## src/design/arq_pkg.sv

```systemverilog
`default_nettype none

package arq_pkg;

    // Default sizes of the internal counters
    localparam int TIMER_BITS_DEF = 16;
    localparam int RETRY_BITS_DEF = 4;

    // Fixed field widths
    localparam int OP_W       = 2;
    localparam int CMD_W      = 2;
    localparam int TYPE_W     = 8;
    localparam int ID_W       = 64;
    localparam int CFG_RTRY_W = 4;
    localparam int CFG_TICK_W = 16;
    localparam int ATTEMPT_W  = 4;
    localparam int CFG_IDX_W  = 3;
    localparam int CFG_DATA_W = 64;

    // Event codes
    localparam logic [OP_W-1:0] OP_START  = 2'd0;
    localparam logic [OP_W-1:0] OP_TICK   = 2'd1;
    localparam logic [OP_W-1:0] OP_TX_RES = 2'd2;
    localparam logic [OP_W-1:0] OP_RX_PKT = 2'd3;

    // Radio orders
    localparam logic [CMD_W-1:0] CMD_NONE    = 2'd0;
    localparam logic [CMD_W-1:0] CMD_TX      = 2'd1;
    localparam logic [CMD_W-1:0] CMD_RX      = 2'd2;
    localparam logic [CMD_W-1:0] CMD_STANDBY = 2'd3;

    // Register indexes
    localparam logic [CFG_IDX_W-1:0] REG_MAX_RETRIES = 3'd0;
    localparam logic [CFG_IDX_W-1:0] REG_ACK_TIMEOUT = 3'd1;
    localparam logic [CFG_IDX_W-1:0] REG_RETRY_GAP   = 3'd2;
    localparam logic [CFG_IDX_W-1:0] REG_ACK_TYPE    = 3'd3;
    localparam logic [CFG_IDX_W-1:0] REG_OWN_ID      = 3'd4;

    // Register reset values
    localparam logic [CFG_RTRY_W-1:0] RST_MAX_RETRIES = 4'd3;
    localparam logic [CFG_TICK_W-1:0] RST_ACK_TIMEOUT = 16'd2000;
    localparam logic [CFG_TICK_W-1:0] RST_RETRY_GAP   = 16'd500;
    localparam logic [TYPE_W-1:0]     RST_ACK_TYPE    = 8'd1;
    localparam logic [ID_W-1:0]       RST_OWN_ID      = 64'd0;

    typedef struct packed {
        logic [OP_W-1:0]   operation;
        logic              tx_ok;
        logic              rx_ok;
        logic [TYPE_W-1:0] rx_type;
        logic [ID_W-1:0]   rx_sender_id;
    } t_item;

    typedef struct packed {
        logic [CFG_RTRY_W-1:0] max_retries;
        logic [CFG_TICK_W-1:0] ack_timeout_ticks;
        logic [CFG_TICK_W-1:0] retry_gap_ticks;
        logic [TYPE_W-1:0]     ack_type_code;
        logic [ID_W-1:0]       own_id;
    } t_cfg;

    typedef struct packed {
        logic [CMD_W-1:0]     command;
        logic                 done_res;
        logic                 success;
        logic [ATTEMPT_W-1:0] attempt;
    } t_res;

endpackage

`default_nettype wire

```

## src/design/ack_retry_transmit_controller.sv

```systemverilog
// Stop-and-wait sender controller: each event word (start, 1 ms tick,
// transmit result, received packet) gives exactly one result word with the
// radio order, done/success flags and the current retry number. A word
// accepted into the input register is processed and lands in the result
// register, where its result is valid. A new event word is taken every
// cycle; the input stalls only while a result word waits on the downstream
// stall, so throughput is set only by that stall. Configuration writes act
// at once and are meant to be made while no word is in flight.
`default_nettype none

module ack_retry_transmit_controller
    import arq_pkg::*;
#(
    parameter int TIMER_BITS = TIMER_BITS_DEF,
    parameter int RETRY_BITS = RETRY_BITS_DEF
) (
    input  wire logic                  i_clk,
    input  wire logic                  i_rst_n,
    input  wire logic                  i_cfg_we,
    input  wire logic [CFG_IDX_W-1:0]  i_cfg_idx,
    input  wire logic [CFG_DATA_W-1:0] i_cfg_data,
    input  wire logic                  i_in_valid,
    output logic                       o_in_stall,
    input  wire logic [OP_W-1:0]       i_operation,
    input  wire logic                  i_tx_ok,
    input  wire logic                  i_rx_ok,
    input  wire logic [TYPE_W-1:0]     i_rx_type,
    input  wire logic [ID_W-1:0]       i_rx_sender_id,
    output logic                       o_out_valid,
    input  wire logic                  i_out_stall,
    output logic [CMD_W-1:0]           o_command,
    output logic                       o_done_res,
    output logic                       o_success,
    output logic [ATTEMPT_W-1:0]       o_attempt
);

    t_cfg  cfg;
    t_res  res;
    t_item r_item;
    t_res  r_res;
    logic  r_in_valid;
    logic  r_out_valid;
    logic  advance;
    logic  fire;

    arq_cfg u_cfg (
        .i_clk      (i_clk),
        .i_rst_n    (i_rst_n),
        .i_cfg_we   (i_cfg_we),
        .i_cfg_idx  (i_cfg_idx),
        .i_cfg_data (i_cfg_data),
        .o_cfg      (cfg)
    );

    // Stage moves when the result register is free or being drained
    assign advance    = !r_out_valid || !i_out_stall;
    assign fire       = r_in_valid && advance;
    assign o_in_stall = r_in_valid && !advance;

    // Input register
    always_ff @(posedge i_clk) begin
        if (!i_rst_n) begin
            r_in_valid <= 1'b0;
        end else if (!o_in_stall) begin
            r_in_valid <= i_in_valid;
        end
    end

    always_ff @(posedge i_clk) begin
        if (!o_in_stall) begin
            r_item.operation    <= i_operation;
            r_item.tx_ok        <= i_tx_ok;
            r_item.rx_ok        <= i_rx_ok;
            r_item.rx_type      <= i_rx_type;
            r_item.rx_sender_id <= i_rx_sender_id;
        end
    end

    arq_fsm #(
        .TIMER_BITS (TIMER_BITS),
        .RETRY_BITS (RETRY_BITS)
    ) u_fsm (
        .i_clk   (i_clk),
        .i_rst_n (i_rst_n),
        .i_fire  (fire),
        .i_item  (r_item),
        .i_cfg   (cfg),
        .o_res   (res)
    );

    // Result register
    always_ff @(posedge i_clk) begin
        if (!i_rst_n) begin
            r_out_valid <= 1'b0;
        end else if (advance) begin
            r_out_valid <= r_in_valid;
        end
    end

    always_ff @(posedge i_clk) begin
        if (fire) begin
            r_res <= res;
        end
    end

    assign o_out_valid = r_out_valid;
    assign o_command   = r_res.command;
    assign o_done_res  = r_res.done_res;
    assign o_success   = r_res.success;
    assign o_attempt   = r_res.attempt;

endmodule

`default_nettype wire

```

## src/design/arq_cfg.sv

```systemverilog
`default_nettype none

module arq_cfg
    import arq_pkg::*;
(
    input  wire logic                  i_clk,
    input  wire logic                  i_rst_n,
    input  wire logic                  i_cfg_we,
    input  wire logic [CFG_IDX_W-1:0]  i_cfg_idx,
    input  wire logic [CFG_DATA_W-1:0] i_cfg_data,
    output t_cfg                       o_cfg
);

    t_cfg r_cfg;

    // Register file; unknown indexes are dropped
    always_ff @(posedge i_clk) begin
        if (!i_rst_n) begin
            r_cfg.max_retries       <= RST_MAX_RETRIES;
            r_cfg.ack_timeout_ticks <= RST_ACK_TIMEOUT;
            r_cfg.retry_gap_ticks   <= RST_RETRY_GAP;
            r_cfg.ack_type_code     <= RST_ACK_TYPE;
            r_cfg.own_id            <= RST_OWN_ID;
        end else if (i_cfg_we) begin
            unique case (i_cfg_idx)
                REG_MAX_RETRIES: r_cfg.max_retries       <= i_cfg_data[CFG_RTRY_W-1:0];
                REG_ACK_TIMEOUT: r_cfg.ack_timeout_ticks <= i_cfg_data[CFG_TICK_W-1:0];
                REG_RETRY_GAP:   r_cfg.retry_gap_ticks   <= i_cfg_data[CFG_TICK_W-1:0];
                REG_ACK_TYPE:    r_cfg.ack_type_code     <= i_cfg_data[TYPE_W-1:0];
                REG_OWN_ID:      r_cfg.own_id            <= i_cfg_data[ID_W-1:0];
                default: ;
            endcase
        end
    end

    assign o_cfg = r_cfg;

endmodule

`default_nettype wire

```

## src/design/arq_fsm.sv

```systemverilog
`default_nettype none

module arq_fsm
    import arq_pkg::*;
#(
    parameter int TIMER_BITS = TIMER_BITS_DEF,
    parameter int RETRY_BITS = RETRY_BITS_DEF
) (
    input  wire logic  i_clk,
    input  wire logic  i_rst_n,
    input  wire logic  i_fire,
    input  wire t_item i_item,
    input  wire t_cfg  i_cfg,
    output t_res       o_res
);

    localparam logic [1:0] PH_IDLE   = 2'd0;
    localparam logic [1:0] PH_TXWAIT = 2'd1;
    localparam logic [1:0] PH_ACKWIN = 2'd2;
    localparam logic [1:0] PH_GAP    = 2'd3;

    // Compare widths cover both the counter and the register field
    localparam int TW = (TIMER_BITS > CFG_TICK_W) ? TIMER_BITS : CFG_TICK_W;
    localparam int RW = (RETRY_BITS > CFG_RTRY_W) ? RETRY_BITS : CFG_RTRY_W;
    localparam logic [TIMER_BITS-1:0] TIMER_MAX = {TIMER_BITS{1'b1}};
    localparam logic [RW-1:0] RETRY_MAX = RW'({RETRY_BITS{1'b1}});

    logic [1:0]            r_phase,  n_phase;
    logic [RETRY_BITS-1:0] r_retry,  n_retry;
    logic [TIMER_BITS-1:0] r_tick,   n_tick;

    logic [TIMER_BITS-1:0] tick_inc;
    logic [RW-1:0]         retry_lim;
    logic                  exhausted;
    logic                  win_hit;
    logic                  gap_hit;
    logic                  is_ack;

    // Saturating tick and limit checks
    assign tick_inc  = (r_tick == TIMER_MAX) ? r_tick : r_tick + 1'b1;
    assign win_hit   = (TW'(tick_inc) >= TW'(i_cfg.ack_timeout_ticks)) || (tick_inc == TIMER_MAX);
    assign gap_hit   = (TW'(tick_inc) >= TW'(i_cfg.retry_gap_ticks)) || (tick_inc == TIMER_MAX);
    assign retry_lim = (RW'(i_cfg.max_retries) < RETRY_MAX) ? RW'(i_cfg.max_retries) : RETRY_MAX;
    assign exhausted = RW'(r_retry) >= retry_lim;
    assign is_ack    = i_item.rx_ok && (i_item.rx_type == i_cfg.ack_type_code)
                       && (i_item.rx_sender_id == i_cfg.own_id);

    // Next state and result for one event
    always_comb begin
        logic             do_fail;
        logic [CMD_W-1:0] base_cmd;
        do_fail   = 1'b0;
        base_cmd  = CMD_NONE;
        n_phase   = r_phase;
        n_retry   = r_retry;
        n_tick    = r_tick;
        o_res.command  = CMD_NONE;
        o_res.done_res = 1'b0;
        o_res.success  = 1'b0;

        unique case (i_item.operation)
            OP_START: begin
                if (r_phase == PH_IDLE) begin
                    n_retry = '0;
                    n_tick  = '0;
                    n_phase = PH_TXWAIT;
                    o_res.command = CMD_TX;
                end
            end
            OP_TICK: begin
                if (r_phase == PH_ACKWIN) begin
                    n_tick = tick_inc;
                    if (win_hit) begin
                        do_fail  = 1'b1;
                        base_cmd = CMD_STANDBY;
                    end
                end else if (r_phase == PH_GAP) begin
                    n_tick = tick_inc;
                    if (gap_hit) begin
                        n_tick  = '0;
                        n_phase = PH_TXWAIT;
                        o_res.command = CMD_TX;
                    end
                end
            end
            OP_TX_RES: begin
                if (r_phase == PH_TXWAIT) begin
                    if (i_item.tx_ok) begin
                        n_tick  = '0;
                        n_phase = PH_ACKWIN;
                        o_res.command = CMD_RX;
                    end else begin
                        do_fail  = 1'b1;
                        base_cmd = CMD_NONE;
                    end
                end
            end
            OP_RX_PKT: begin
                if (r_phase == PH_ACKWIN) begin
                    if (is_ack) begin
                        n_phase = PH_IDLE;
                        n_tick  = '0;
                        o_res.command  = CMD_STANDBY;
                        o_res.done_res = 1'b1;
                        o_res.success  = 1'b1;
                    end else begin
                        o_res.command = CMD_RX;
                    end
                end
            end
            default: ;
        endcase

        // Failed attempt: give up or schedule a retry
        if (do_fail) begin
            n_tick = '0;
            o_res.command = base_cmd;
            if (exhausted) begin
                n_phase = PH_IDLE;
                o_res.done_res = 1'b1;
            end else begin
                n_retry = r_retry + 1'b1;
                if (i_cfg.retry_gap_ticks == '0) begin
                    n_phase = PH_TXWAIT;
                    o_res.command = CMD_TX;
                end else begin
                    n_phase = PH_GAP;
                end
            end
        end

        o_res.attempt = ATTEMPT_W'(n_retry);
    end

    // State update on each event
    always_ff @(posedge i_clk) begin
        if (!i_rst_n) begin
            r_phase <= PH_IDLE;
            r_retry <= '0;
            r_tick  <= '0;
        end else if (i_fire) begin
            r_phase <= n_phase;
            r_retry <= n_retry;
            r_tick  <= n_tick;
        end
    end

endmodule

`default_nettype wire

```

## config.mk

```make
export PLATFORM = sky130hd
export DESIGN_NAME = ack_retry_transmit_controller
export DESIGN_NICKNAME = d
export VERILOG_FILES = /design/src/design/arq_pkg.sv /design/src/design/ack_retry_transmit_controller.sv /design/src/design/arq_cfg.sv /design/src/design/arq_fsm.sv
export SDC_FILE = /design/constraint.sdc
export NUM_CORES = 1
export LEC_CHECK = 0
export ABC_AREA = 1
export BUFFER_PORTS_ARGS = -buffer_cell sky130_fd_sc_hd__clkbuf_2
export CAP_MARGIN = 20
export CORE_ASPECT_RATIO = 0.75
export CORE_UTILIZATION = 52
export CTS_CLUSTER_DIAMETER = 80
export DETAILED_ROUTE_END_ITERATION = 12
export MAX_ROUTING_LAYER = met4
export PLACE_DENSITY = 0.77
export SYNTH_ARGS = -nofsm -noshare
export SYNTH_HDL_FRONTEND = slang
export SYNTH_SLANG_ARGS = --single-unit
```

## constraint.sdc

```tcl
create_clock -name i_clk -period 3.25 [get_ports i_clk]
set_input_delay 0.325 -clock i_clk [delete_from_list [all_inputs] [get_ports i_clk]]
set_output_delay 0.325 -clock i_clk [all_outputs]
set_load 0.02 [all_outputs]
```

==> key figures, run 1 <==
Route
  – Vias per cell: 5.53
  – Final WL: 33.1 mm
  – 1st-iter DRT viols: 1263
  – ANT nets after route: 0
  – 1st-pass router iterations: 6
  – Wirelength per Cell: 17.8 microns
  – DRC Markers: 0
  – DR vias: 10300

Die
  – Die area: 0.0209 sq mm
  – Initial Util: 0.539
  – Core area: 0.0197 sq mm
  – Die Height: between 100 and 150 microns
  – Row cnt: 44
  – Boundary pin count: 158
  – Die X: 167 microns

Run
  – Number of max-cap violations: 0

Synthesis
  – Mapped cell area: 0.0106 sq mm
  – Mapped Nets: 1506
  – Sequential element share of the synthesized area: 0.488
  – EDFF count, synth: 84
  – Synth Register Bits: 216
  – Async S/R FF share, synth: 0
  – Synth unique cells: 41
  – Most used DFF post-synth: dfxtp_1
  – Cell count after synthesis: 1315
  – Synth warn: 0
  – Synthesized area per cell: 8.05 sq um

CTS
  – Total clock sinks: 216
  – Num CTS Buffers: 22
  – Clock-pin slew on the worst setup and hold paths: 60 ps
  – Worst skew pair latency: 500 ps
  – CTS tree: built
  – Htree depth: 1
  – Maximum clock path buffer count: 3
  – Root Buffer: clkbuf_16

Timing
  – Max-slew violation count: 0
  – Final Critical Period: 3200 ps
  – Clock skew: 6.28 ps
  – Worst-Margin Slew: 756 ps
  – RSZ-0062 raised after global routing: yes
  – Peak Freq: 312 MHz
  – Endpoints failing hold: 0
  – Final Setup Violations: 0
  – Final period utilization: 0.985
  – Rel. slew slack: 0.496

Cells and area
  – Register Area: 0.00519 sq mm
  – Post-layout util: 0.706
  – ANT cells: 0
  – Layout cell share with drive strength beyond 1: 0.239
  – Number of nets in the layout: between 1500 and 2000
  – Area Growth Syn to Fin: 31.0%
  – Fill cell count: 1540
  – Multi-input combinational cell area: 0.00503 sq mm

Setup path
  – Critical Path AT: 3600 ps
  – Critical-path top delay cell: dfxtp_4
  – Buf/Inv on CP: 4
  – CP peak stage delay: 390 ps
  – Top Family by Delay on Critical Path: simple AND/OR/NAND/NOR gates
  – WS Path Type: register to register
  – CP Launch Type: register
  – Critical path required time: 3650 ps
  – Worst-path maximum fanout: 8
  – R2R setup slack: 50 ps
  – Setup crit end kind: register

Global routing
  – GR peak layer: met1
  – Largest net degree at the start of global routing: 80
  – Met1 usage: 0.480
  – Grt ovf: 0
  – Initial antenna violation count: 0
  – GRT Total Usage: 0.323
  – Met3 Usage GRT: 0.0589
  – Grt met2 use: 0.457
  – First-pass GRT wire length: 51.0 mm
  – Vias in the first global route: 9518

Place
  – Routability Congestion: 0.982
  – Placed wire-length estimate: 23.7 mm
  – Port Buf Inserts: 157

Status
  – Status: complete, no violations

Pwr
  – Final Power: 6.48 mW
  – LEAKAGE: 6.26 nW
  – Peak supply drop: 0.479 mV
  – PwrDens: ~470 mW/mm^2

Min path
  – Hold WC Path Type: input port to register
==> power by group <==
| part | total, mW | switching [mW] | internal (mW) | leakage [nW] |
|---|---|---|---|---|
| combinational | 0.869 | 0.506 | 0.363 | 3.93 |
| clock | 2.58 | 1.10 | 1.49 | 0.370 |
| sequential | 3.02 | 0.0846 | 2.94 | 1.96 |
==> state kept, by name, summed over array words and instances, names as in the netlist <==
register       flops
u_fsm.r_phase      2
r_item            76
o_attempt          4
o_out_valid        1
u_fsm.r_tick      16
o_done_res         1
u_cfg.o_cfg      108
u_fsm.r_retry      4
o_command          2
o_success          1
r_in_valid         1
==> logic make-up (layout without fill, tap and decap cells) <==
family / count (synthesis) / count (layout) / share of synthesized area
XOR/XNOR: 30 / 30 / 0.0248
flip-flops: 216 / 216 / 0.488
AND/OR/NAND/NOR: 588 / 588 / 0.242
buffers and inverters: 195 / 487 / 0.0711
adder cells (fa/ha/maj): 43 / 43 / 0.0508
AO/OA/AOI/OAI: 243 / 243 / 0.124
==> metal layers <==
metal / wire, microns / share of wire
met1: 15200 / 0.46
met2: 13800 / 0.42
met3: 3600 / 0.11
met4: 538 / 0.016
met5: 0 / 0
==> cell usage in the layout, fill, tap and decap left out, drive strengths merged, types with 61 or more instances in the layout <==
| cell | n |
|---|---|
| edfxtp | 84 |
| nor2 | 214 |
| clkbuf | 186 |
| dfxtp | 132 |
| buf | 71 |
| inv | 160 |
| o21ai | 133 |
| dlygate4sd3 | 61 |
| nand2 | 236 |
| a21oi | 77 |
==> repair_timing <==
| action | in CTS | in global routing |
|---|---|---|
| resized for setup | 9 | 121 |
| setup buffers | 0 | 10 |
| pin swaps | 0 | 33 |
| hold buffers | 55 | 6 |
| endpoints found under the hold margin | 55 | 6 |
| setup endpoints to repair | 24 | 29 |
| cloned | 0 | 0 |
==> cells in the mapped netlist, drive strengths merged, types with 5 or more instances <==
| cell | number | share of area |
|---|---|---|
| nor2 | 214 | 0.079 |
| xnor2 | 7 | 0.0058 |
| a21oi | 77 | 0.036 |
| buf | 5 | 0.0038 |
| nand4 | 31 | 0.018 |
| xor2 | 23 | 0.019 |
| clkbuf | 31 | 0.011 |
| nor3b | 8 | 0.0057 |
| inv | 159 | 0.056 |
| edfxtp | 84 | 0.24 |
| o21ai | 133 | 0.063 |
| o211ai | 16 | 0.011 |
| dfxtp | 132 | 0.25 |
| ha | 43 | 0.051 |
| nand2 | 236 | 0.087 |
| nor4 | 19 | 0.011 |
| or2 | 18 | 0.011 |
| nand3 | 41 | 0.019 |
| nor3 | 17 | 0.0080 |
==> metrics by stage <==
stage | setup slack, ps | hold slack, ps | cell area (sq um) | instances | TNS [ps]
floorplan | 191 | 424 | 10600 | 1315 | 0
global placement | -2.17 | 451 | 12000 | 1748 | -3.88
detailed placement | -179 | 456 | 12000 | 1748 | -1650
CTS | 19.8 | 0.0784 | 13300 | 1843 | 0
global route | -124 | 0.813 | 13900 | 1860 | -1460
finish | 47.8 | 10.5 | 13900 | 1860 | 0
==> layout make-up <==
class,instances,share of cell area
Multi-Input combinational cell,904,0.363
Sequential cell,216,0.374
Timing Repair Buffer,288,0.142
Tap cell,253,0.0228
Clock inverter,10,0.00460
Inverter,159,0.0436
Clock buffer,30,0.0493
==> final timing paths <==
check                     start          endpoint  cells past startpoint
max             u_fsm.r_tick[1]   u_fsm.r_tick[2]                     25
max reg2reg     u_fsm.r_tick[1]   u_fsm.r_tick[2]                     25
min          i_rx_sender_id[46]        r_item[46]                      1
min reg2reg    u_cfg.o_cfg[100]  u_cfg.o_cfg[100]                      2
Note: power is estimated with default switching activity, not from simulation.
==> inputs of run 2 (changes only) <==
--- a/config.mk
+++ b/config.mk
@@ -13,7 +13,7 @@
 export CTS_CLUSTER_DIAMETER = 80
 export DETAILED_ROUTE_END_ITERATION = 12
 export MAX_ROUTING_LAYER = met4
-export PLACE_DENSITY = 0.77
+export PLACE_DENSITY = 0.84
 export SYNTH_ARGS = -nofsm -noshare
 export SYNTH_HDL_FRONTEND = slang
 export SYNTH_SLANG_ARGS = --single-unit
==> run 2 against run 1 <==
  * Total power decreased by 1.1%
  * Non-clock buffer count decreased by 9
  * Utilization shrank 1.1 points
  * Largest cell class unchanged
  * Worst hold slack got worse by 0.52 ps
==> key figures, run 2 (synthesis results as in run 1) <==
CTS
  – Worst skew pair latency: 520 ps (+20 ps)
  – Total clock sinks: 216 (unchanged)
  – Htree depth: 1 (unchanged)
  – Root Buffer: clkbuf_16
  – Maximum clock path buffer count: 3 (unchanged)
  – Clock-pin slew on the worst setup and hold paths: 60 ps (about the same)
  – CTS tree: built
  – Num CTS Buffers: 22 (unchanged)

Cells and area
  – Commonest non-fill, non-tap cell in the layout: nand2_1
  – Register Area: 0.00519 sq mm (about the same)
  – Highest-count cells in the layout ignoring fill and taps: nand2_1, nor2_1, clkbuf_2
  – Number of nets in the layout: 1775 (-0.39%)
  – Layout cell share with drive strength beyond 1: 0.219 (-0.0196)
  – Fill cell count: 1492 (-3.1%)
  – Multi-input combinational cell area: 0.00494 sq mm (-1.8%)
  – Max FFs per register: 108 (unchanged)
  – ANT cells: 0 (unchanged)
  – Area Growth Syn to Fin: 29.0%

Timing
  – Final period utilization: 0.944 (-0.0409)
  – Peak Freq: 326 MHz (+4.3%)
  – Final Setup Violations: 0 (unchanged)
  – Final Critical Period: 3070 ps (-133 ps)
  – Final worst setup slack: 181 ps (+133 ps)
  – Max-slew violation count: 0 (unchanged)
  – Worst-Margin Slew: 938 ps (+182 ps)
  – Endpoints failing hold: 0 (unchanged)
  – Rel. slew slack: 0.375 (-0.121)
  – Clock skew: 14.1 ps (+7.80 ps)

Die
  – Die area: 0.0209 sq mm (unchanged)
  – Die X: 167 microns (unchanged)
  – Die Height: 126 microns (unchanged)
  – Boundary pin count: 158 (unchanged)
  – Initial Util: 0.539 (unchanged)
  – Core area: 0.0197 sq mm (unchanged)
  – Row cnt: 44 (unchanged)

Setup path
  – CP peak stage delay: 380 ps (about the same)
  – Reg2reg start: u_fsm.r_tick[2]
  – Critical-path top delay cell: dfxtp_4
  – CP Launch Type: register
  – Critical Path AT: 3520 ps (-80 ps)
  – FF-to-FF End: u_fsm.r_phase[0]
  – Worst path most repeated cell: nand2_1
  – WS Path Type: register to register
  – Crit-path cells: buf_4 -> nand3_1 -> buf_4 -> xor2_1 -> nand2_1 -> ha_1 -> nand2_1 -> nor2_2 -> a21oi_1 -> o21ai_1 -> nor2_1 -> nand2_1 -> nand2_2 -> nand2_2 -> nand2_4 -> nand2_2 -> nand2_4 -> nor2_8 -> nand2_2 -> nand2_1 -> nand2_1 -> nor2_1
  – R2R setup slack: 180 ps (+130 ps)
  – Critical path required time: 3700 ps (+50 ps)
  – Setup crit end kind: register
  – Worst Reg-to-Reg Cells: 22 (-12%)
  – Worst-path maximum fanout: 7 (-1)

Status
  – Status: complete, no violations

Place
  – Placed wire-length estimate: 23.3 mm (-1.4%)
  – Port Buf Inserts: 157 (unchanged)
  – Place WS: -226 ps (-47.4 ps)
  – Routability Congestion: 1.00 (+1.8%)

Route
  – ANT nets after route: 0 (unchanged)
  – DRC Markers: 0 (unchanged)
  – 1st-pass router iterations: 5 (-1)
  – DR vias: 10400 (+0.89%)
  – Wirelength per Cell: 17.9 microns (+0.70%)
  – Vias per cell: 5.60 (+1.3%)
  – 1st-iter DRT viols: 1235 (-2.2%)
  – Final WL: 33.2 mm (+0.32%)

Global routing
  – GR peak layer: met2
  – Met1 usage: 0.439 (-0.0407)
  – First-pass GRT wire length: 50.3 mm (-1.5%)
  – Largest net degree at the start of global routing: 97 (+21%)
  – Grt ovf: 0 (unchanged)
  – Initial antenna violation count: 0 (unchanged)
  – Grt met2 use: 0.458 (+0.000989)
  – Met3 Usage GRT: 0.0886 (+0.0298)
  – Vias in the first global route: 9572 (+0.57%)
  – GRT Total Usage: 0.319 (-0.00356)

Min path
  – Hold path depth: 1 (unchanged)
  – Hold EP: r_item[9]
  – Hold path start: i_rx_sender_id[9]
  – Hold WC Path Type: input port to register

Pwr
  – PwrDens: 469 mW/mm^2 (+0.46%)
  – LEAKAGE: 6.16 nW (-1.6%)
  – Final Power: 6.41 mW (-1.1%)
  – Peak supply drop: 0.358 mV (-25%)

Run
  – Number of max-cap violations: 0 (unchanged)
run 2: stage by stage:
stage	utilization	TNS, ps	instance area (sq um)	hold WS (ps)	instances
3_5_place_dp	0.608	-3000	12000	454	1741
3_3_place_gp	0.608	-305	12000	450	1741
6_report	0.695	0	13700	9.98	1853
2_1_floorplan	-	0	10600	424	1315
4_1_cts	0.680	0	13400	0.180	1847
5_1_grt	0.695	-281	13700	4.07	1853
run 2: cell type report:
cell class / instances / share of cell area
clock buffer: 37 / 0.0482
clock inverter: 3 / 0.00348
inverter: 159 / 0.0441
multi-input combinational: 906 / 0.362
sequential: 216 / 0.380
tap: 253 / 0.0232
timing repair buffer: 279 / 0.139
run 2: power by group:
group	total [mW]	switching (mW)	internal (mW)	leakage (nW)
Clock	2.52	1.06	1.46	0.340
Sequential	3.02	0.0833	2.94	1.96
Combinational	0.865	0.509	0.356	3.86
Total	6.41	1.65	4.76	6.16
run 2: how the worst max path moves through the flow:
stage | from | endpoint | depth (start not counted)
floorplan | u_fsm.r_tick[0] | u_fsm.r_tick[15] | 26
global placement | u_fsm.r_tick[12] | u_fsm.r_tick[3] | 23
detailed placement | u_fsm.r_tick[0] | u_fsm.r_tick[5] | 23
CTS | u_fsm.r_tick[0] | u_fsm.r_tick[10] | 24
global route | u_fsm.r_tick[0] | u_fsm.r_tick[10] | 24
finish | u_fsm.r_tick[2] | u_fsm.r_phase[0] | 22
run 2: timing repair:
item                                   CTS  global route
setup endpoints to repair               25            29
endpoints found under the hold margin   66             1
resized for setup                       14            73
cloned                                   0             2
setup buffers                            0             3
hold buffers                            66             1
pin swaps                                1            15
run 2: critical path, delay by kind of cell, from the launching register on:
kind,cells,cell delay (ps)
flip-flops,1,380
adder cells (fa/ha/maj),1,310
buffers and inverters,2,300
AO/OA/AOI/OAI,2,190
XOR/XNOR,1,210
AND/OR/NAND/NOR,16,1610
run 2: layer usage:
metal / vias up / share of wire
li1: 4912 / -
met1: 4769 / 0.44
met2: 614 / 0.42
met3: 77 / 0.12
met4: 0 / 0.028
met5: - / 0
==> inputs of run 3 (changes only) <==
--- a/config.mk
+++ b/config.mk
@@ -7,13 +7,14 @@
 export LEC_CHECK = 0
 export ABC_AREA = 1
 export BUFFER_PORTS_ARGS = -buffer_cell sky130_fd_sc_hd__clkbuf_2
-export CAP_MARGIN = 20
+export CAP_MARGIN = 15
 export CORE_ASPECT_RATIO = 0.75
-export CORE_UTILIZATION = 52
+export CORE_UTILIZATION = 53
 export CTS_CLUSTER_DIAMETER = 80
 export DETAILED_ROUTE_END_ITERATION = 12
 export MAX_ROUTING_LAYER = met4
 export PLACE_DENSITY = 0.84
 export SYNTH_ARGS = -nofsm -noshare
 export SYNTH_HDL_FRONTEND = slang
+export SYNTH_HIERARCHICAL = 1
 export SYNTH_SLANG_ARGS = --single-unit
==> run 3 against run 2 <==
  * First-iteration DRC count grew 12%
  * Clock skew grew 13 ps
  * Final cell count grew 14%
  * Critical endpoint is now u_fsm/r_tick[13]
  * Total power grew 5.4%
  * Sequential power is essentially flat
  * Largest power group unchanged
  * Combinational power grew 20%
  * Clock power grew 7%
  * Area after synthesis grew 10%
  * Critical path depth grew 1
  * Critical path type unchanged
  * Utilization shrank 0.62 points
  * Highest routed layer unchanged
  * Count of clock-buffer cells in the layout shrank 6
  * Largest cell class is now multi-input combinational cells
==> key figures, run 3 <==
Timing
  – Final worst setup slack: 22.0 ps (-159 ps)
  – Final Setup Violations: 0 (unchanged)
  – Final Critical Period: 3230 ps (+159 ps)
  – Rel. slew slack: 0.239 (-0.136)
  – Max-slew violation count: 0 (unchanged)
  – Worst-Margin Slew: 1140 ps (+204 ps)
  – Hold slack: 12.6 ps (+2.60 ps)
  – Clock skew: 27.3 ps (+13.2 ps)
  – Endpoints failing hold: 0 (unchanged)
  – Final period utilization: 0.993 (+0.0488)
  – RSZ-0062 raised after global routing: yes
  – Peak Freq: 310 MHz (-4.9%)

Synthesis
  – Sequential element share of the synthesized area: 0.442 (-0.0462)
  – Synth Register Bits: 216 (unchanged)
  – Mapped Nets: 1763 (+17%)
  – Area contributors post-synth: dfxtp_1, edfxtp_1, nand2_1, nor2_1, inv_1
  – Most used DFF post-synth: dfxtp_1
  – Count leader, synth: nand2_1
  – Synth top area share: 0.226 (-0.0237)
  – Synthesized area per cell: 7.44 sq um (-7.6%)
  – Cell count after synthesis: 1572 (+20%)
  – Async S/R FF share, synth: 0 (unchanged)
  – Synth top cells by count: nand2_1, nor2_1, inv_1
  – EDFF count, synth: 84 (unchanged)
  – Cell taking the most area after synthesis: dfxtp_1
  – Mapped cell area: 0.0117 sq mm (+10%)
  – Synth warn: 6 (+6)
  – Synth unique cells: 46 (+12%)

CTS
  – Worst skew pair latency: 520 ps (about the same)
  – Maximum clock path buffer count: 3 (unchanged)
  – Root Buffer: clkbuf_16
  – Total clock sinks: 216 (unchanged)
  – Num CTS Buffers: 23 (+4.5%)
  – Clock-pin slew on the worst setup and hold paths: 60 ps (about the same)
  – CTS tree: built
  – Htree depth: 1 (unchanged)

Pwr
  – Sw frac: 0.266 (+0.00866)
  – Clk pwr share: 0.398 (+0.005)
  – Sw Pwr: 1.80 mW (+8.9%)
  – Combinational power share: 0.154 (+0.019)
  – Final Power: 6.75 mW (+5.4%)
  – Peak supply drop: 0.329 mV (-8.1%)
  – Internal power: 4.95 mW (+4.1%)
  – LEAKAGE: 6.78 nW (+10%)
  – Sequential fraction of design power: 0.449 (-0.023)
  – PwrDens: 458 mW/mm^2 (-2.4%)

Setup path
  – R2R setup slack: 20 ps (-160 ps)
  – CP Launch Type: register
  – Setup crit end kind: register
  – FF-to-FF End: u_fsm/r_tick[13]
  – Worst path most repeated cell: nand2_1
  – Reg2reg start: u_fsm/r_tick[13]
  – Critical path required time: 3700 ps (about the same)
  – CP peak stage delay: 380 ps (about the same)
  – Worst-path maximum fanout: 7 (unchanged)
  – Crit-path cells: nand2_1 -> nor2_4 -> buf_4 -> nand2_1 -> o21ai_0 -> nand2_1 -> inv_1 -> ha_1 -> inv_1 -> a21oi_2 -> o21ai_2 -> a21oi_1 -> o21ai_1 -> nor2_1 -> nand2_1 -> nand2_2 -> nand2_2 -> nand2_4 -> nand3_4 -> buf_6 -> nand3_1 -> nand2_1 -> nor2_1
  – Worst Reg-to-Reg Cells: 23 (+4.5%)
  – Critical Path AT: 3680 ps (+160 ps)
  – WS Path Type: register to register
  – Critical-path top delay cell: dfxtp_2

Route
  – Vias per cell: 5.43 (-2.9%)
  – DR vias: 11500 (+11%)
  – Final WL: 35.6 mm (+6.9%)
  – ANT nets after route: 0 (unchanged)
  – 1st-pass router iterations: 8 (+3)
  – Wirelength per Cell: 16.8 microns (-6.6%)
  – 1st-iter DRT viols: 1386 (+12%)
  – DRC Markers: 0 (unchanged)

Place
  – Place WS: -101 ps (+125 ps)
  – Placed wire-length estimate: 24.8 mm (+6.3%)
  – Placed cell areas: 0.0129 sq mm (+7.8%)
  – Port Buf Inserts: 157 (unchanged)
  – Routability Congestion: 1.00 (+0.24%)

Die
  – Boundary pin count: 158 (unchanged)
  – Die area: 0.0227 sq mm (+8.3%)
  – Initial Util: 0.546 (+0.00757)
  – Row cnt: 46 (+4.5%)
  – Core area: 0.0214 sq mm (+8.9%)
  – Die Height: 131 microns (+4.0%)
  – Die X: 174 microns (+4.1%)

Cells and area
  – Highest-count cells in the layout ignoring fill and taps: nand2_1, nor2_1, inv_1
  – Post-layout instance area: 0.0147 sq mm (+8.0%)
  – Number of nets in the layout: 2007 (+13%)
  – Area Growth Syn to Fin: 26.1%
  – Max FFs per register: 108 (unchanged)
  – Commonest non-fill, non-tap cell in the layout: nand2_1
  – Layout cell share with drive strength beyond 1: 0.200 (-0.0196)

Min path
  – Hold path start: i_rx_sender_id[27]
  – Hold WC Path Type: input port to register
  – Hold path depth: 1 (unchanged)
  – Hold EP: r_item[27]

Run
  – Number of max-cap violations: 0 (unchanged)

Global routing
  – GRT Total Usage: 0.307 (-0.0120)
  – Grt ovf: 0 (unchanged)
  – Largest net degree at the start of global routing: 68 (-30%)
  – First-pass GRT wire length: 52.6 mm (+4.7%)
  – Initial antenna violation count: 1 (+1)
  – Vias in the first global route: 10300 (+7.2%)

Status
  – Status: complete, no violations
run 3: cell types whose count changed after synthesis, moves of 7 or more:
cell      previous run  this run
a21oi_1             77        29
buf_4                1        12
xor2_1              23        16
nand3_1             41        92
o211ai_1            16         1
or2_2               18        26
o21ai_0            128        25
nand2_1            226       378
nand3b_1             1        52
inv_1              153       186
buf_2                2        22
nor2_1             208       324
clkbuf_1            31         4
run 3: final cells by class:
cell class | count | area (sq um)
antenna | 1 | 2.50
tap | 288 | 360
fill | 1688 | 6660
sequential | 216 | 5180
inverter | 192 | 723
timing repair buffer | 263 | 1830
multi-input combinational | 1120 | 5880
clock buffer | 31 | 656
clock inverter | 10 | 119
run 3: through the flow:
stage / util / cells / setup TNS (ps)
after floorplan: - / 1572 / 0
after global placement: 0.602 / 2005 / 0
after detailed placement: 0.602 / 2005 / -1870
after CTS: 0.668 / 2108 / 0
after global routing: 0.689 / 2121 / -2350
final: 0.689 / 2121 / 0
run 3: cells by family (layout without fill, tap and decap cells):
group,Yosys count,in the layout,share of synthesized area
AND/OR/NAND/NOR,972,975,0.372
buffers and inverters,239,496,0.0849
flip-flops,216,216,0.442
AO/OA/AOI/OAI,79,79,0.0383
adder cells (fa/ha/maj),43,43,0.0460
XOR/XNOR,23,23,0.0172
other,0,1,0
run 3: worst max-delay path by stage:
stage / depth (start not counted) / to / start / slack, ps
2_1_floorplan: 23 / u_fsm/r_tick[11] / u_fsm/r_tick[1] / 420
3_3_place_gp: 24 / u_fsm/r_retry[0] / u_fsm/r_tick[1] / 2
3_5_place_dp: 24 / u_fsm/r_phase[1] / u_fsm/r_tick[1] / -100
4_1_cts: 22 / u_fsm/r_tick[5] / u_fsm/r_tick[0] / 0.2
5_1_grt: 23 / u_fsm/r_phase[0] / u_fsm/r_tick[13] / -130
6_report: 23 / u_fsm/r_tick[13] / u_fsm/r_tick[13] / 20
run 3: worst max-delay path: cells and delay by family (launching register included):
kind,cells,cell delay [ps]
compound gates,5,720
fa+ha+maj,1,150
buf+inv,4,490
flops,1,380
simple gates,13,1420
run 3: per-layer routing:
metal / track usage / vias to the layer above / part of all wire
li1: - / 5529 / -
met1: 0.419 / 5291 / 0.43
met4: 0.0744 / 0 / 0.022
met3: 0.0802 / 62 / 0.12
met5: - / - / 0
met2: 0.455 / 640 / 0.42
run 3: repair_timing:
| item | 4_1_cts | 5_1_grt |
|---|---|---|
| buffers inserted | 0 | 7 |
| gates resized for setup | 3 | 83 |
| hold endpoints to repair | 61 | 1 |
| hold buffers | 61 | 1 |
| gates cloned | 1 | 4 |
| pin swaps | 1 | 20 |
| endpoints found under the setup margin | 27 | 28 |
run 3: power by group through the flow:
| stage | Combinational, mW | Sequential (mW) | Clock, mW |
|---|---|---|---|
| floorplan | 0.526 | 3.06 | 0 |
| detailed placement | 0.826 | 3.08 | 0 |
| finish | 1.04 | 3.03 | 2.69 |
| global route | 1.12 | 3.04 | 2.81 |
| global placement | 0.809 | 3.08 | 0 |
| CTS | 0.895 | 3.03 | 2.72 |
